**config.mk**
```make
export PLATFORM = sky130hd
export DESIGN_NAME = polyphase_run_distributor_top_flat
export DESIGN_NICKNAME = d
export VERILOG_FILES = /design/src/sv/prd_pkg.sv /design/src/sv/prd_stream_if.sv /design/src/sv/prd_select.sv /design/src/sv/polyphase_run_distributor_top.sv /design/src/flat_wrapper.sv
export SDC_FILE = /design/constraint.sdc
export NUM_CORES = 1
export LEC_CHECK = 0
export BUFFER_PORTS_ARGS = -buffer_cell sky130_fd_sc_hd__buf_2
export CELL_PAD_IN_SITES_DETAIL_PLACEMENT = 1
export CELL_PAD_IN_SITES_GLOBAL_PLACEMENT = 1
export CORE_AREA = 2 2 39 41
export DETAILED_ROUTE_END_ITERATION = 7
export DIE_AREA = 0 0 41 43
export GPL_TIMING_DRIVEN = 0
export PLACE_DENSITY_LB_ADDON = 0.3
export REMOVE_ABC_BUFFERS = 1
export SLEW_MARGIN = 5
export SYNTH_ARGS = -nofsm -noshare
export SYNTH_HDL_FRONTEND = slang
export SYNTH_SLANG_ARGS = --single-unit
```
**constraint.sdc**
```tcl
create_clock -name clk -period 1.4 [get_ports clk]
set_input_delay 0.28 -clock clk [delete_from_list [all_inputs] [get_ports clk]]
set_output_delay 0.28 -clock clk [all_outputs]
set_load 0.05 [all_outputs]
```
**src/sv/prd_pkg.sv**
```systemverilog
// ----------------------------------------------------------------------------
// prd_pkg
// Shared types and constants of the polyphase run distributor.
// ----------------------------------------------------------------------------
package prd_pkg;

	localparam int TAPES_DEF = 8;
	localparam int TAPES_MIN = 3;
	localparam int CFG_W     = 4;
	localparam int VAL_W     = 32;
	localparam int CNT_W     = 32;
	localparam int LEVEL_W   = 16;
	localparam int TAPE_W    = 3;

	localparam logic signed [VAL_W-1:0] VAL_MAX = 32'sh7fff_ffff;
	localparam logic signed [VAL_W-1:0] VAL_MIN = 32'sh8000_0000;

	localparam logic [LEVEL_W-1:0] LEVEL_MAX = '1;
	localparam logic [CNT_W-1:0]   DROP_MAX  = '1;
	localparam logic [CFG_W-1:0]   TAPES_RST = CFG_W'(TAPES_MIN);

	typedef logic [CNT_W-1:0] cnt_t;
	typedef logic [CFG_W-1:0] cfg_t;

	typedef enum logic {
		KIND_DATA = 1'b0,
		KIND_END  = 1'b1
	} kind_t;

	typedef struct packed {
		kind_t                    kind;
		logic signed [VAL_W-1:0]  value;
	} item_t;

	typedef struct packed {
		logic [TAPE_W-1:0]        tape;
		logic signed [VAL_W-1:0]  value_res;
		logic                     is_run_end;
		logic [LEVEL_W-1:0]       level;
		logic [CNT_W-1:0]         sentinel_count;
		logic                     last;
	} result_t;

endpackage

```
**src/sv/prd_stream_if.sv**
```systemverilog
// ----------------------------------------------------------------------------
// prd_stream_if
// Valid/ready channel carrying one payload of a given type.
// ----------------------------------------------------------------------------
interface prd_stream_if #(
	parameter type payload_t = logic
) ();

	logic     valid;
	logic     ready;
	payload_t payload;

	modport source (output valid, output payload, input ready);
	modport sink (input valid, input payload, output ready);

endinterface

```
**src/sv/prd_select.sv**
```systemverilog
// ----------------------------------------------------------------------------
// prd_select
// Next-tape selection: consume one dummy run on the current tape, pick the
// next tape and raise the level with the generalized Fibonacci update.
// ----------------------------------------------------------------------------
module prd_select import prd_pkg::*; #(
	parameter int TAPES = TAPES_DEF,
	localparam int TW   = $clog2(TAPES),
	localparam int NW   = TW + 1
) (
	input  logic [NW-1:0]      n,
	input  logic [TW-1:0]      cur,
	input  cnt_t               ideal [TAPES],
	input  cnt_t               dummy [TAPES],
	input  logic [LEVEL_W-1:0] level,
	output logic [TW-1:0]      cur_nxt,
	output cnt_t               ideal_nxt [TAPES],
	output cnt_t               dummy_nxt [TAPES],
	output logic [LEVEL_W-1:0] level_nxt
);

	logic [NW-1:0] i_inc;
	logic          nxt_ok;
	logic [TW-1:0] nxt_idx;
	cnt_t          dec;
	cnt_t          base;
	logic          advance;
	logic          raise;

	always_comb begin
		i_inc   = {1'b0, cur} + NW'(1);
		nxt_ok  = i_inc < n;
		nxt_idx = nxt_ok ? i_inc[TW-1:0] : '0;
		dec     = dummy[cur] - cnt_t'(1);
		base    = ideal[0];
		advance = nxt_ok && ($signed(dec) < $signed(dummy[nxt_idx]));
		raise   = !advance && (dec == '0);
		cur_nxt = advance ? nxt_idx : '0;

		if (raise && level != LEVEL_MAX) begin
			level_nxt = level + LEVEL_W'(1);
		end else begin
			level_nxt = level;
		end

		for (int k = 0; k < TAPES; k++) begin
			if (raise && (NW'(k + 1) < n)) begin
				dummy_nxt[k] = ideal[(k + 1) % TAPES] - ideal[k] + base;
				ideal_nxt[k] = ideal[(k + 1) % TAPES] + base;
			end else begin
				dummy_nxt[k] = (TW'(k) == cur) ? dec : dummy[k];
				ideal_nxt[k] = ideal[k];
			end
		end
	end

endmodule

```
**src/sv/polyphase_run_distributor_top.sv**
```systemverilog
// ----------------------------------------------------------------------------
// polyphase_run_distributor_top
// Cuts a stream of signed numbers into ascending runs and deals the runs
// out to tapes by polyphase distribution.
// ----------------------------------------------------------------------------
// Channels: cfg writes the tape count (restarts the distribution), item takes
// a data number or an end marker, result gives the tape writes in order.
// A request on item is registered in the input register, worked out once the
// result buffer has room, and its results land in a two-entry result buffer.
// Throughput: one item per cycle while no run breaks and the receiver takes
// every result; a run break yields a terminator and the number, so the next
// item waits until the buffer has room for both of them.
// A maximum value is counted and yields no result. An end item yields the
// final terminator and returns all state, the tape count included, to reset.
// Reset sets every counter at once: tapes 0..1 hold one ideal and one
// dummy run, the level is 1, the tape count is 3.
// When the receiver stalls, results wait in the buffer; one more item waits
// in the input register, then item.ready drops.
// ----------------------------------------------------------------------------
module polyphase_run_distributor_top import prd_pkg::*; #(
	parameter int TAPES = TAPES_DEF
) (
	input  logic         clk,
	input  logic         arst_n,
	prd_stream_if.sink   cfg,
	prd_stream_if.sink   item,
	prd_stream_if.source result
);

	localparam int TW = $clog2(TAPES);
	localparam int NW = TW + 1;

	function automatic logic [NW-1:0] clamp_tapes(input cfg_t raw);
		logic [NW-1:0] r;
		if (int'(raw) < TAPES_MIN) begin
			r = NW'(TAPES_MIN);
		end else if (int'(raw) > TAPES) begin
			r = NW'(TAPES);
		end else begin
			r = NW'(raw);
		end
		return r;
	endfunction

	// state
	cfg_t                    tapes_q;
	logic [TW-1:0]           cur_q;
	logic signed [VAL_W-1:0] prev_q;
	cnt_t                    ideal_q [TAPES];
	cnt_t                    dummy_q [TAPES];
	logic [LEVEL_W-1:0]      level_q;
	cnt_t                    drop_q;

	// input register and result buffer
	item_t                   item_s1;
	logic                    item_vld_s1;
	result_t                 res_q [2];
	logic [1:0]              res_cnt_q;

	logic                    cfg_fire;
	logic                    pop;
	logic                    proc;
	logic                    is_end;
	logic                    is_max;
	logic                    is_brk;
	logic [NW-1:0]           n_cur;
	logic [NW-1:0]           rst_n_sel;
	cnt_t                    rst_cnt [TAPES];
	logic [TW-1:0]           sel_cur;
	cnt_t                    sel_ideal [TAPES];
	cnt_t                    sel_dummy [TAPES];
	logic [LEVEL_W-1:0]      sel_level;
	result_t                 r0;
	result_t                 r1;
	logic [1:0]              nres;

	assign cfg_fire      = cfg.valid && cfg.ready;
	assign cfg.ready     = 1'b1;
	assign pop           = result.valid && result.ready;
	assign result.valid  = res_cnt_q != 2'd0;
	assign result.payload = res_q[0];
	assign proc          = item_vld_s1 && (res_cnt_q == 2'd0 || (res_cnt_q == 2'd1 && pop));
	assign item.ready    = !item_vld_s1 || proc;

	assign n_cur  = clamp_tapes(tapes_q);
	assign is_end = item_s1.kind == KIND_END;
	assign is_max = !is_end && ($signed(item_s1.value) == VAL_MAX);
	assign is_brk = !is_end && !is_max && ($signed(item_s1.value) < prev_q);

	// restart counts for a new tape count, or for the default after an end item
	always_comb begin
		rst_n_sel = cfg_fire ? clamp_tapes(cfg.payload) : clamp_tapes(TAPES_RST);
		for (int k = 0; k < TAPES; k++) begin
			rst_cnt[k] = (NW'(k + 1) < rst_n_sel) ? cnt_t'(1) : '0;
		end
	end

	prd_select #(
		.TAPES (TAPES)
	) u_select (
		.n         (n_cur),
		.cur       (cur_q),
		.ideal     (ideal_q),
		.dummy     (dummy_q),
		.level     (level_q),
		.cur_nxt   (sel_cur),
		.ideal_nxt (sel_ideal),
		.dummy_nxt (sel_dummy),
		.level_nxt (sel_level)
	);

	always_comb begin
		r0 = '{tape: TAPE_W'(cur_q), value_res: item_s1.value, is_run_end: 1'b0,
			level: level_q, sentinel_count: drop_q, last: 1'b1};
		r1 = r0;
		nres = 2'd1;
		if (is_end) begin
			r0.value_res  = VAL_MAX;
			r0.is_run_end = 1'b1;
			r0.level      = sel_level;
		end else if (is_max) begin
			nres = 2'd0;
		end else if (is_brk) begin
			// terminator on the old tape, then the number on the new one
			r0.value_res  = VAL_MAX;
			r0.is_run_end = 1'b1;
			r0.level      = sel_level;
			r0.last       = 1'b0;
			r1.tape       = TAPE_W'(sel_cur);
			r1.level      = sel_level;
			nres          = 2'd2;
		end
	end

	always_ff @(posedge clk or negedge arst_n) begin
		if (!arst_n) begin
			tapes_q <= TAPES_RST;
			cur_q   <= '0;
			prev_q  <= VAL_MIN;
			level_q <= LEVEL_W'(1);
			drop_q  <= '0;
			for (int k = 0; k < TAPES; k++) begin
				ideal_q[k] <= (k + 1 < TAPES_MIN) ? cnt_t'(1) : '0;
				dummy_q[k] <= (k + 1 < TAPES_MIN) ? cnt_t'(1) : '0;
			end
		end else if (cfg_fire || (proc && is_end)) begin
			tapes_q <= cfg_fire ? cfg.payload : TAPES_RST;
			cur_q   <= '0;
			prev_q  <= VAL_MIN;
			level_q <= LEVEL_W'(1);
			drop_q  <= '0;
			ideal_q <= rst_cnt;
			dummy_q <= rst_cnt;
		end else if (proc) begin
			if (is_max) begin
				if (drop_q != DROP_MAX) begin
					drop_q <= drop_q + cnt_t'(1);
				end
			end else if (is_brk) begin
				cur_q   <= sel_cur;
				ideal_q <= sel_ideal;
				dummy_q <= sel_dummy;
				level_q <= sel_level;
				prev_q  <= item_s1.value;
			end else begin
				prev_q  <= item_s1.value;
			end
		end
	end

	always_ff @(posedge clk or negedge arst_n) begin
		if (!arst_n) begin
			item_vld_s1 <= 1'b0;
			res_cnt_q   <= 2'd0;
		end else begin
			if (item.valid && item.ready) begin
				item_vld_s1 <= 1'b1;
			end else if (proc) begin
				item_vld_s1 <= 1'b0;
			end
			if (proc) begin
				res_cnt_q <= nres;
			end else if (pop) begin
				res_cnt_q <= res_cnt_q - 2'd1;
			end
		end
	end

	// payload: a new item always lands in an emptied buffer
	always_ff @(posedge clk) begin
		if (item.valid && item.ready) begin
			item_s1 <= item.payload;
		end
		if (proc) begin
			res_q[0] <= r0;
			res_q[1] <= r1;
		end else if (pop) begin
			res_q[0] <= res_q[1];
		end
	end

`ifndef NO_ASSERTIONS
	a_buf_depth: assert property (@(posedge clk) disable iff (!arst_n)
		res_cnt_q != 2'd3)
		else $error("result buffer count out of range");

	a_tape_range: assert property (@(posedge clk) disable iff (!arst_n)
		{1'b0, cur_q} < n_cur)
		else $error("current tape beyond tape count");

	a_end_restart: assert property (@(posedge clk) disable iff (!arst_n)
		proc && is_end && !cfg_fire |=> cur_q == '0 && level_q == LEVEL_W'(1) &&
			tapes_q == TAPES_RST && drop_q == '0)
		else $error("end item did not restart the distribution");

	a_item_hold: assert property (@(posedge clk) disable iff (!arst_n)
		item_vld_s1 && !proc |=> item_vld_s1)
		else $error("pending item lost without processing");
`endif

endmodule
```
**src/flat_wrapper.sv**
```systemverilog
// flat-port wrapper written by rule: the top's interface ports become plain ports
module polyphase_run_distributor_top_flat import prd_pkg::*;
#(
	parameter int TAPES = TAPES_DEF
)
  (clk, arst_n, cfg_valid, cfg_payload, cfg_ready, item_valid, item_payload, item_ready, result_valid, result_payload, result_ready);
  prd_stream_if cfg_i ();
  prd_stream_if item_i ();
  prd_stream_if result_i ();
  input  logic clk;
  input  logic arst_n;
  input wire logic [$bits(cfg_i.valid)-1:0] cfg_valid;
  input wire logic [$bits(cfg_i.payload)-1:0] cfg_payload;
  output wire logic [$bits(cfg_i.ready)-1:0] cfg_ready;
  input wire logic [$bits(item_i.valid)-1:0] item_valid;
  input wire logic [$bits(item_i.payload)-1:0] item_payload;
  output wire logic [$bits(item_i.ready)-1:0] item_ready;
  output wire logic [$bits(result_i.valid)-1:0] result_valid;
  output wire logic [$bits(result_i.payload)-1:0] result_payload;
  input wire logic [$bits(result_i.ready)-1:0] result_ready;
  assign cfg_i.valid = cfg_valid;
  assign cfg_i.payload = cfg_payload;
  assign cfg_ready = cfg_i.ready;
  assign item_i.valid = item_valid;
  assign item_i.payload = item_payload;
  assign item_ready = item_i.ready;
  assign result_valid = result_i.valid;
  assign result_payload = result_i.payload;
  assign result_i.ready = result_ready;
  polyphase_run_distributor_top #(.TAPES(TAPES)) u_core (.clk(clk), .arst_n(arst_n), .cfg(cfg_i), .item(item_i), .result(result_i));
endmodule
```
Yosys cells after proc, flatten, opt, wreduce, memory -nomap -nowiden. Memories as Yosys holds them, arrays and structs flattened. Index checks and enable logic that the tools add are counted.

Add/sub/neg operators: 28. Order comparisons: 15. Equal/unequal tests: 10. Mux-type cells: 64. Bitwise gates (word level): 3. Reductions and logical operators: 61.

Operators by type and width (count): $mux W256 (6); $mux W32 (31); $add A32 B32 Y32 (16); $sub A32 B32 Y32 (8); $bmux W32 S3 (2); $mux W85 (1); $mux W16 (4); $reduce_and A3 Y1 (17); $mux W48 (1); $logic_not A32 Y1 (1); $lt A2 B32 Y1 (1); $lt A32 B32 Y1 (1); $ne A32 B32 Y1 const B (1); $sub A32 B1 Y32 const B (1); $reduce_bool A2 Y1 (14); $reduce_bool A3 Y1 (8); $add A16 B1 Y16 const B (1); $lt A3 B4 Y1 const A (4); $ne A16 B16 Y1 const B (1); $logic_and A1 B1 Y1 (15); $mux W3 (5); $eq A3 B3 Y1 const A (4); $ge A4 B4 Y1 const B (2); $lt A2 B4 Y1 const A (2); other kinds (19) (34).

Flip-flop bits (word level): 603. RAM bits: 170. Output and inout bits: 4. Memories kept: 1.

Memory list: u_core.res_q (depth 2, width 85, read ports 2, clocked after memory_dff 0, write ports 2, line polyphase_run_distributor_top.sv:57) `result_t res_q [2];`.

Depth between registers and ports, before layout. Gate-level depths: netlist of the first run.

Word-level depth: 18. Mapped depth: 5. Depth with buffers taken out: 5.

Worst setup path after synthesis of the first run. OpenSTA, ideal clock, no wires.

Path type: register to register. Start point: register u_core.res_cnt_q[0]. End point: register u_core.item_s1[0] (netlist bit), enable pin. Arrival time: 1.514 ns. Slack: -0.357 ns. Cell stages (with the launch flop): 6. Period minus slack after synthesis: 1.757 ns. Cell sequence: dfrtp_1 inv_1 ha_1 a21oi_1 nand2_1 and2_2.

Longest elaborated chain between the ends: 7. Elaborated cells on any way between the ends: 9. Classes of those cells: eq/ne: 1; reduce/logical: 8.

RTL lines: start: declaration (line polyphase_run_distributor_top.sv:58) `logic [1:0] res_cnt_q;`; start signal: assignment (line polyphase_run_distributor_top.sv:182) `res_cnt_q <= nres;`; start signal: assignment (line polyphase_run_distributor_top.sv:184) `res_cnt_q <= res_cnt_q - 2'd1;`; $reduce_bool A2 Y1 (line polyphase_run_distributor_top.sv:80) `assign result.valid = res_cnt_q != 2'd0;`; $logic_and A1 B1 Y1 (line polyphase_run_distributor_top.sv:79) `assign pop = result.valid && result.ready;`; $logic_and A1 B1 Y1 (line polyphase_run_distributor_top.sv:82) `assign proc = item_vld_s1 && (res_cnt_q == 2'd0 || (res_cnt_q == 2'd1 && pop));`; $logic_or A1 B1 Y1 (*) (line polyphase_run_distributor_top.sv:82); $logic_and A1 B1 Y1 (*) (line polyphase_run_distributor_top.sv:82); $logic_or A1 B1 Y1 (*) (line polyphase_run_distributor_top.sv:83) `assign item.ready = !item_vld_s1 || proc;`; via item_ready (line flat_wrapper.sv:17) `output wire logic [$bits(item_i.ready)-1:0] item_ready;`; $logic_and A1 B1 Y1 (*) (line polyphase_run_distributor_top.sv:191) `if (item.valid && item.ready) begin`; end signal: assignment (line polyphase_run_distributor_top.sv:192) `item_s1 <= item.payload;`; end: declaration (line polyphase_run_distributor_top.sv:55) `item_t item_s1;`.

The timed path passes the listed nets; every way through them passes the cells marked *. A chain may end at the register's enable or synchronous reset.

Final worst setup path of the first run.
Start point: register u_core.res_cnt_q[0]. End point: output item_ready.

Longest elaborated chain between the ends: 6. Elaborated cells on any way between the ends: 8. Classes of those cells: eq/ne: 1; reduce/logical: 7.

RTL lines (line): $reduce_bool A2 Y1 (polyphase_run_distributor_top.sv:80); $logic_and A1 B1 Y1 (polyphase_run_distributor_top.sv:79); $logic_and A1 B1 Y1 (polyphase_run_distributor_top.sv:82); $logic_or A1 B1 Y1 (*) (polyphase_run_distributor_top.sv:82); $logic_and A1 B1 Y1 (*) (polyphase_run_distributor_top.sv:82); $logic_or A1 B1 Y1 (*) (polyphase_run_distributor_top.sv:83); end: declaration (flat_wrapper.sv:17).

Every way passes the cells marked *; elsewhere a longest branch is shown, timed or not.

==> flow_summary.json, run 1 <==
{
  "die-area_mm2": 0.00176,
  "endpoint_kind": "output port",
  "crit_family": "flip-flops",
  "violations": "negative setup slack",
  "core_area_mm2": 0.00138,
  "cts_sinks": 7,
  "grt_max_degree": 6,
  "ant_nets": 0,
  "htreeDepth": 1,
  "grt_overflow": 0,
  "chipHeight_um": 43,
  "yosysTopAreaCell": "dfrtp_1",
  "ys_types": 21,
  "vias": 313,
  "max_freq_mhz": 664,
  "grt_usage": 0.124,
  "dp_cells": 58,
  "nets": 63,
  "cp_cell_sequence": "ha_4 -> a21oi_4 -> nand2_2 -> buf_8",
  "wl_per_cell_um": 11.3,
  "gp_congestion": 0.766,
  "worstPathRequired_ps": 1120,
  "critPathKind": "reg -> out",
  "min_path_type": "in -> reg",
  "syn_area_um2": 375,
  "synth_cells": 35,
  "fillCellCount": 156,
  "cts_root_buf": "clkbuf_4",
  "drt_iter0_drc": 0,
  "r2r_slack_ps": -80,
  "critPathMaxStageDelay_ps": 430,
  "rr_worst_depth": 6,
  "finalSetupViolCount": 3,
  "grt_pass1_wl_um": 1420,
  "drc": 0,
  "skew_ps": 1.91,
  "avgViaCountPerCell": 4.54,
  "clock_path_buffers": 2,
  "period_minus_slack_ps": 1510,
  "hold_viol_final": 0,
  "clk_pin_slew_ps": 50,
  "critical_path_arrival_ps": 1230,
  "cp_num_cells": 4,
  "syn_avg_cell_area_um2": 10.7,
  "insertedDiodeCount": 0,
  "drt-total-wl_um": 780,
  "r2r-start": "u_core.res_cnt_q[0]$_DFFE_PN0P_",
  "power_density_mw_per_mm2": 2280,
  "fin_ws_ps": -107,
  "synth.area.top_cells": "dfrtp_1, edfxtp_1, dfstp_2",
  "crit_fanout": 3,
  "crit_path_end": "item_ready",
  "worstSetupStartpointType": "flop",
  "rows": 14,
  "drv_cap": 0,
  "synth-seq-cells": 7,
  "cp_slowest_cell": "dfrtp_2",
  "syn_to_final_growth_pct": 57.7,
  "fin_area_um2": 592,
  "slew_violations": 0,
  "dp_hpwl_um": 620,
  "initial_core_util": 0.271,
  "leakage_nw": 0.251,
  "ys_warn_count": 0,
  "fin_crit_sh": 1.08,
  "numCtsBuffers": 3,
  "stdcell_count": 69,
  "grt_pass1_vias": 353,
  "dpl_cell_area_um2": 428,
  "drive_gt1_frac": 0.642,
  "startpoint": "u_core.res_cnt_q[0]$_DFFE_PN0P_",
  "antenna_found_initial": 0,
  "first_pass_iters": 1,
  "rsz0062_at_grt": "true",
  "synth_top_area_frac": 0.267,
  "status": "complete, but fails checks",
  "pin_count": 11,
  "tns_ps": -254,
  "r2r_end": "u_core.item_s1[0]$_DFFE_PP_",
  "power.total_mw": 1.35,
  "pre_cts_ws_ps": -184,
  "irDropWorstVdd_mv": 1.00,
  "dieWidth_um": 41,
  "clkLatencyLatePin_ps": 250,
  "tritoncts": "yes",
  "cp_num_buf_inv": 1,
  "yosysSeqAreaShare": 0.497,
  "io_buffers": 8
}
-- cell type report --
type / count / area [um^2] / area share
repair buffers: 15 / 119 / 0.201
inverters: 4 / 17.5 / 0.0296
clock buffers: 4 / 26.3 / 0.0444
well taps: 16 / 20.0 / 0.0338
flip-flops and latches: 7 / 188 / 0.317
multi-input cells: 23 / 221 / 0.374
-- layer usage --
layer | wire [um] | part of all wire | vias up | global-route usage
li1 | - | - | 149 | -
met3 | 26 | 0.033 | 4 | 0.0157
met1 | 303 | 0.39 | 151 | 0.130
met4 | 26 | 0.033 | 0 | 0.120
met2 | 424 | 0.54 | 9 | 0.194
met5 | 0 | 0 | - | 0
-- logic make-up after synthesis --
group | synth area share
xor gates and xnor gates | 0.0233
other | 0.00999
adders and majority gates | 0.0667
DFF | 0.497
muxes | 0.0400
buffers and inverters | 0.0600
AOI/OAI and AO/OA | 0.147
and+or+nand+nor | 0.157
-- cells in the mapped netlist --
| master | number |
|---|---|
| a21o_2 | 1 |
| a21oi_1 | 2 |
| and2_2 | 1 |
| buf_4 | 1 |
| conb_1 | 1 |
| dfrtp_1 | 4 |
| dfstp_2 | 1 |
| edfxtp_1 | 2 |
| ha_1 | 2 |
| inv_1 | 4 |
| mux2_4 | 1 |
| nand2_1 | 1 |
| nand2b_1 | 2 |
| nand2b_4 | 1 |
| nand3_1 | 2 |
| nor2_1 | 1 |
| nor3b_1 | 1 |
| o21a_1 | 1 |
| o21ai_0 | 4 |
| o21ai_2 | 1 |
| xnor2_1 | 1 |
-- cell usage in the layout, fill, tap and decap left out --
cell	instances
nand3_2	1
inv_1	1
clkbuf_4	3
clkbuf_1	1
o21ai_2	1
buf_8	2
a21o_2	1
nand3_1	1
buf_6	1
dfstp_2	1
inv_2	2
nand2b_4	1
nand2_2	1
inv_4	1
a21oi_2	1
dlygate4sd3_1	1
conb_1	1
buf_2	6
mux2_4	1
dfrtp_1	3
xnor2_1	1
edfxtp_1	2
ha_4	2
nand2b_1	2
o21ai_0	4
nor3b_1	1
dfrtp_2	1
nor2_4	1
buf_4	5
o21a_1	1
a21oi_4	1
and2_2	1
-- what timing repair did --
action | 4_1_cts | 5_1_grt
hold buffers | 1 | 0
setup endpoints to repair | 5 | 8
hold endpoints to repair | 4 | 0
gates resized for setup | 16 | 7
pin swaps | 2 | 1
setup buffers | 5 | 1
-- sequential cells by signal, summed over array words and instances, names as in the netlist --
signal / cells
u_core.res_cnt_q: 2
u_core.prev_q: 2
u_core.item_s1: 1
u_core.item_vld_s1: 1
u_core.res_q: 1
-- worst min-delay path by stage --
stage,start,to,slack (ps),cells after the start
3_3_place_gp,arst_n,u_core.res_cnt_q[0]$_DFFE_PN0P_,100,1
5_1_grt,item_payload,u_core.item_s1[0]$_DFFE_PP_,200,1
4_1_cts,cfg_valid,u_core.prev_q[0]$_DFFE_PN0P_,180,2
3_5_place_dp,arst_n,u_core.res_cnt_q[0]$_DFFE_PN0P_,100,1
6_report,cfg_valid,u_core.prev_q[0]$_DFFE_PN0P_,190,2
2_1_floorplan,arst_n,u_core.item_vld_s1$_DFFE_PN0P_,-20,0
-- power breakdown --
group          internal [mW]  switching (mW)
clock network          0.108          0.0698
registers              0.284          0.0461
logic                  0.434           0.409
-- stage by stage --
step	utilization	hold slack, ps
after floorplan	-	-15.6
after global placement	0.309	98.5
after detailed placement	0.309	104
after CTS	0.399	181
after global routing	0.428	197
final	0.428	193
Note: power is estimated with default switching activity, not from simulation.
==> run 2, diff against run 1 <==
- RECOVER_POWER: default -> 50
==> run 2 against run 1 <==
  * The flow still finishes with violations (negative setup slack)
  * Flip-flop and latch count did not move
  * Highest routed layer unchanged
  * First-iteration DRC count did not move
  * Worst setup slack did not move
  * Combinational power barely moved
  * Die area did not move
  * Worst hold slack did not move
  * Clock skew did not move
  * Sequential share of layout area rose by 0.067 points
==> flow_summary.json, run 2 (synthesis results as in run 1) <==
{
  "status": "complete, but fails checks",
  "violations": "negative setup slack",
  "tns_ps": -254,
  "grt_max_degree": 6,
  "pin_count": 11,
  "rows": 14,
  "rsz0062_at_grt": "true",
  "die-area_mm2": 0.00176,
  "worstSetupStartpointType": "flop",
  "vias": 313,
  "grt_pass1_wl_um": 1420,
  "power_density_mw_per_mm2": 2290,
  "drive_gt1_frac": 0.623,
  "drv_cap": 0,
  "tritoncts": "yes",
  "cts_root_buf": "clkbuf_4",
  "cts_sinks": 7,
  "skew_ps": 1.91,
  "drt-total-wl_um": 779,
  "crit_fanout": 3,
  "wl_per_cell_um": 11.3,
  "ant_nets": 0,
  "leakage_nw": 0.248,
  "stdcell_count": 69,
  "syn_to_final_growth_pct": 57.3,
  "nets": 63,
  "irDropWorstVdd_mv": 1.00,
  "grt_pass1_vias": 353,
  "dieWidth_um": 41,
  "io_buffers": 8,
  "numCtsBuffers": 3,
  "min_path_type": "in -> reg",
  "grt_overflow": 0,
  "dp_hpwl_um": 620,
  "avgViaCountPerCell": 4.54,
  "slew_violations": 0,
  "core_area_mm2": 0.00138,
  "finalSetupViolCount": 3,
  "clock_path_buffers": 2,
  "worstPathRequired_ps": 1120,
  "holdWs_ps": 193,
  "top_regs": "u_core.prev_q (2), u_core.res_cnt_q (2)",
  "critical_path_arrival_ps": 1230,
  "period_minus_slack_ps": 1510,
  "insertedDiodeCount": 0,
  "drc": 0,
  "final_cell_mix": "buf_2, buf_4, o21ai_0, clkbuf_4, dfrtp_1",
  "pre_cts_ws_ps": -184,
  "antenna_found_initial": 0,
  "first_pass_iters": 1,
  "endpoint_kind": "output port",
  "fin_crit_sh": 1.08,
  "clkLatencyLatePin_ps": 250,
  "fillCellCount": 157,
  "hold_viol_final": 0,
  "max_freq_mhz": 664,
  "fin_ws_ps": -107,
  "critPathKind": "reg -> out",
  "chipHeight_um": 43,
  "drt_iter0_drc": 0,
  "dp_cells": 58,
  "htreeDepth": 1,
  "clk_pin_slew_ps": 50,
  "grt_usage": 0.124,
  "initial_core_util": 0.271,
  "gp_congestion": 0.766
}
==> run 2: repair_timing <==
| item | CTS | global route |
|---|---|---|
| hold endpoints to repair | 4 | 0 |
| hold buffers | 1 | 0 |
| pin swaps | 2 | 1 |
| buffers inserted | 5 | 1 |
| resized for setup | 16 | 7 |
| endpoints found under the setup margin | 5 | 8 |
==> run 2: cell type report <==
type                       count  area, um^2  share of cell area
multi-input combinational     23         221               0.375
timing repair buffer          15         118               0.199
sequential                     7         188               0.318
inverter                       4        17.5              0.0297
clock buffer                   4        26.3              0.0445
tap                           16        20.0              0.0339
==> run 2: worst max-delay path, stage by stage (launching register included) <==
cell and delay, ps:
dfrtp_2 430, ha_4 180, a21oi_4 130, nand2_2 80, buf_8 150
==> run 2: routing by layer <==
metal  vias up  GRT usage  share of wire  wire, um
met5         -          0              0         0
met4         0      0.120          0.033        26
met3         4     0.0157          0.033        26
met2         9      0.194           0.54       424
met1       151      0.130           0.39       301
li1        149          -              -         -
==> run 2: final timing paths <==
check                           slack (ps)                             from                             to  cells past startpoint
worst max-delay path                  -110  u_core.res_cnt_q[0]$_DFFE_PN0P_                     item_ready                      4
worst min-delay path                   190                        cfg_valid   u_core.prev_q[0]$_DFFE_PN0P_                      2
worst max register to register         -80  u_core.res_cnt_q[0]$_DFFE_PN0P_    u_core.item_s1[0]$_DFFE_PP_                      6
worst min register to register         490    u_core.prev_q[31]$_DFFE_PN1P_  u_core.prev_q[31]$_DFFE_PN1P_                      2
max in group asynchronous              720                           arst_n  u_core.prev_q[31]$_DFFE_PN1P_                      2
min in group asynchronous              410                           arst_n   u_core.prev_q[0]$_DFFE_PN0P_                      2
==> run 2: metrics by stage <==
step | power, mW | utilization | area [um^2]
floorplan | 0.703 | - | 368
global placement | 0.786 | 0.309 | 428
detailed placement | 0.820 | 0.309 | 428
CTS | 1.27 | 0.399 | 552
global route | 1.45 | 0.427 | 591
finish | 1.35 | 0.427 | 591
==> run 2: power by group <==
group	switching (mW)	internal, mW
combinational	0.409	0.434
clock	0.0698	0.108
sequential	0.0461	0.284
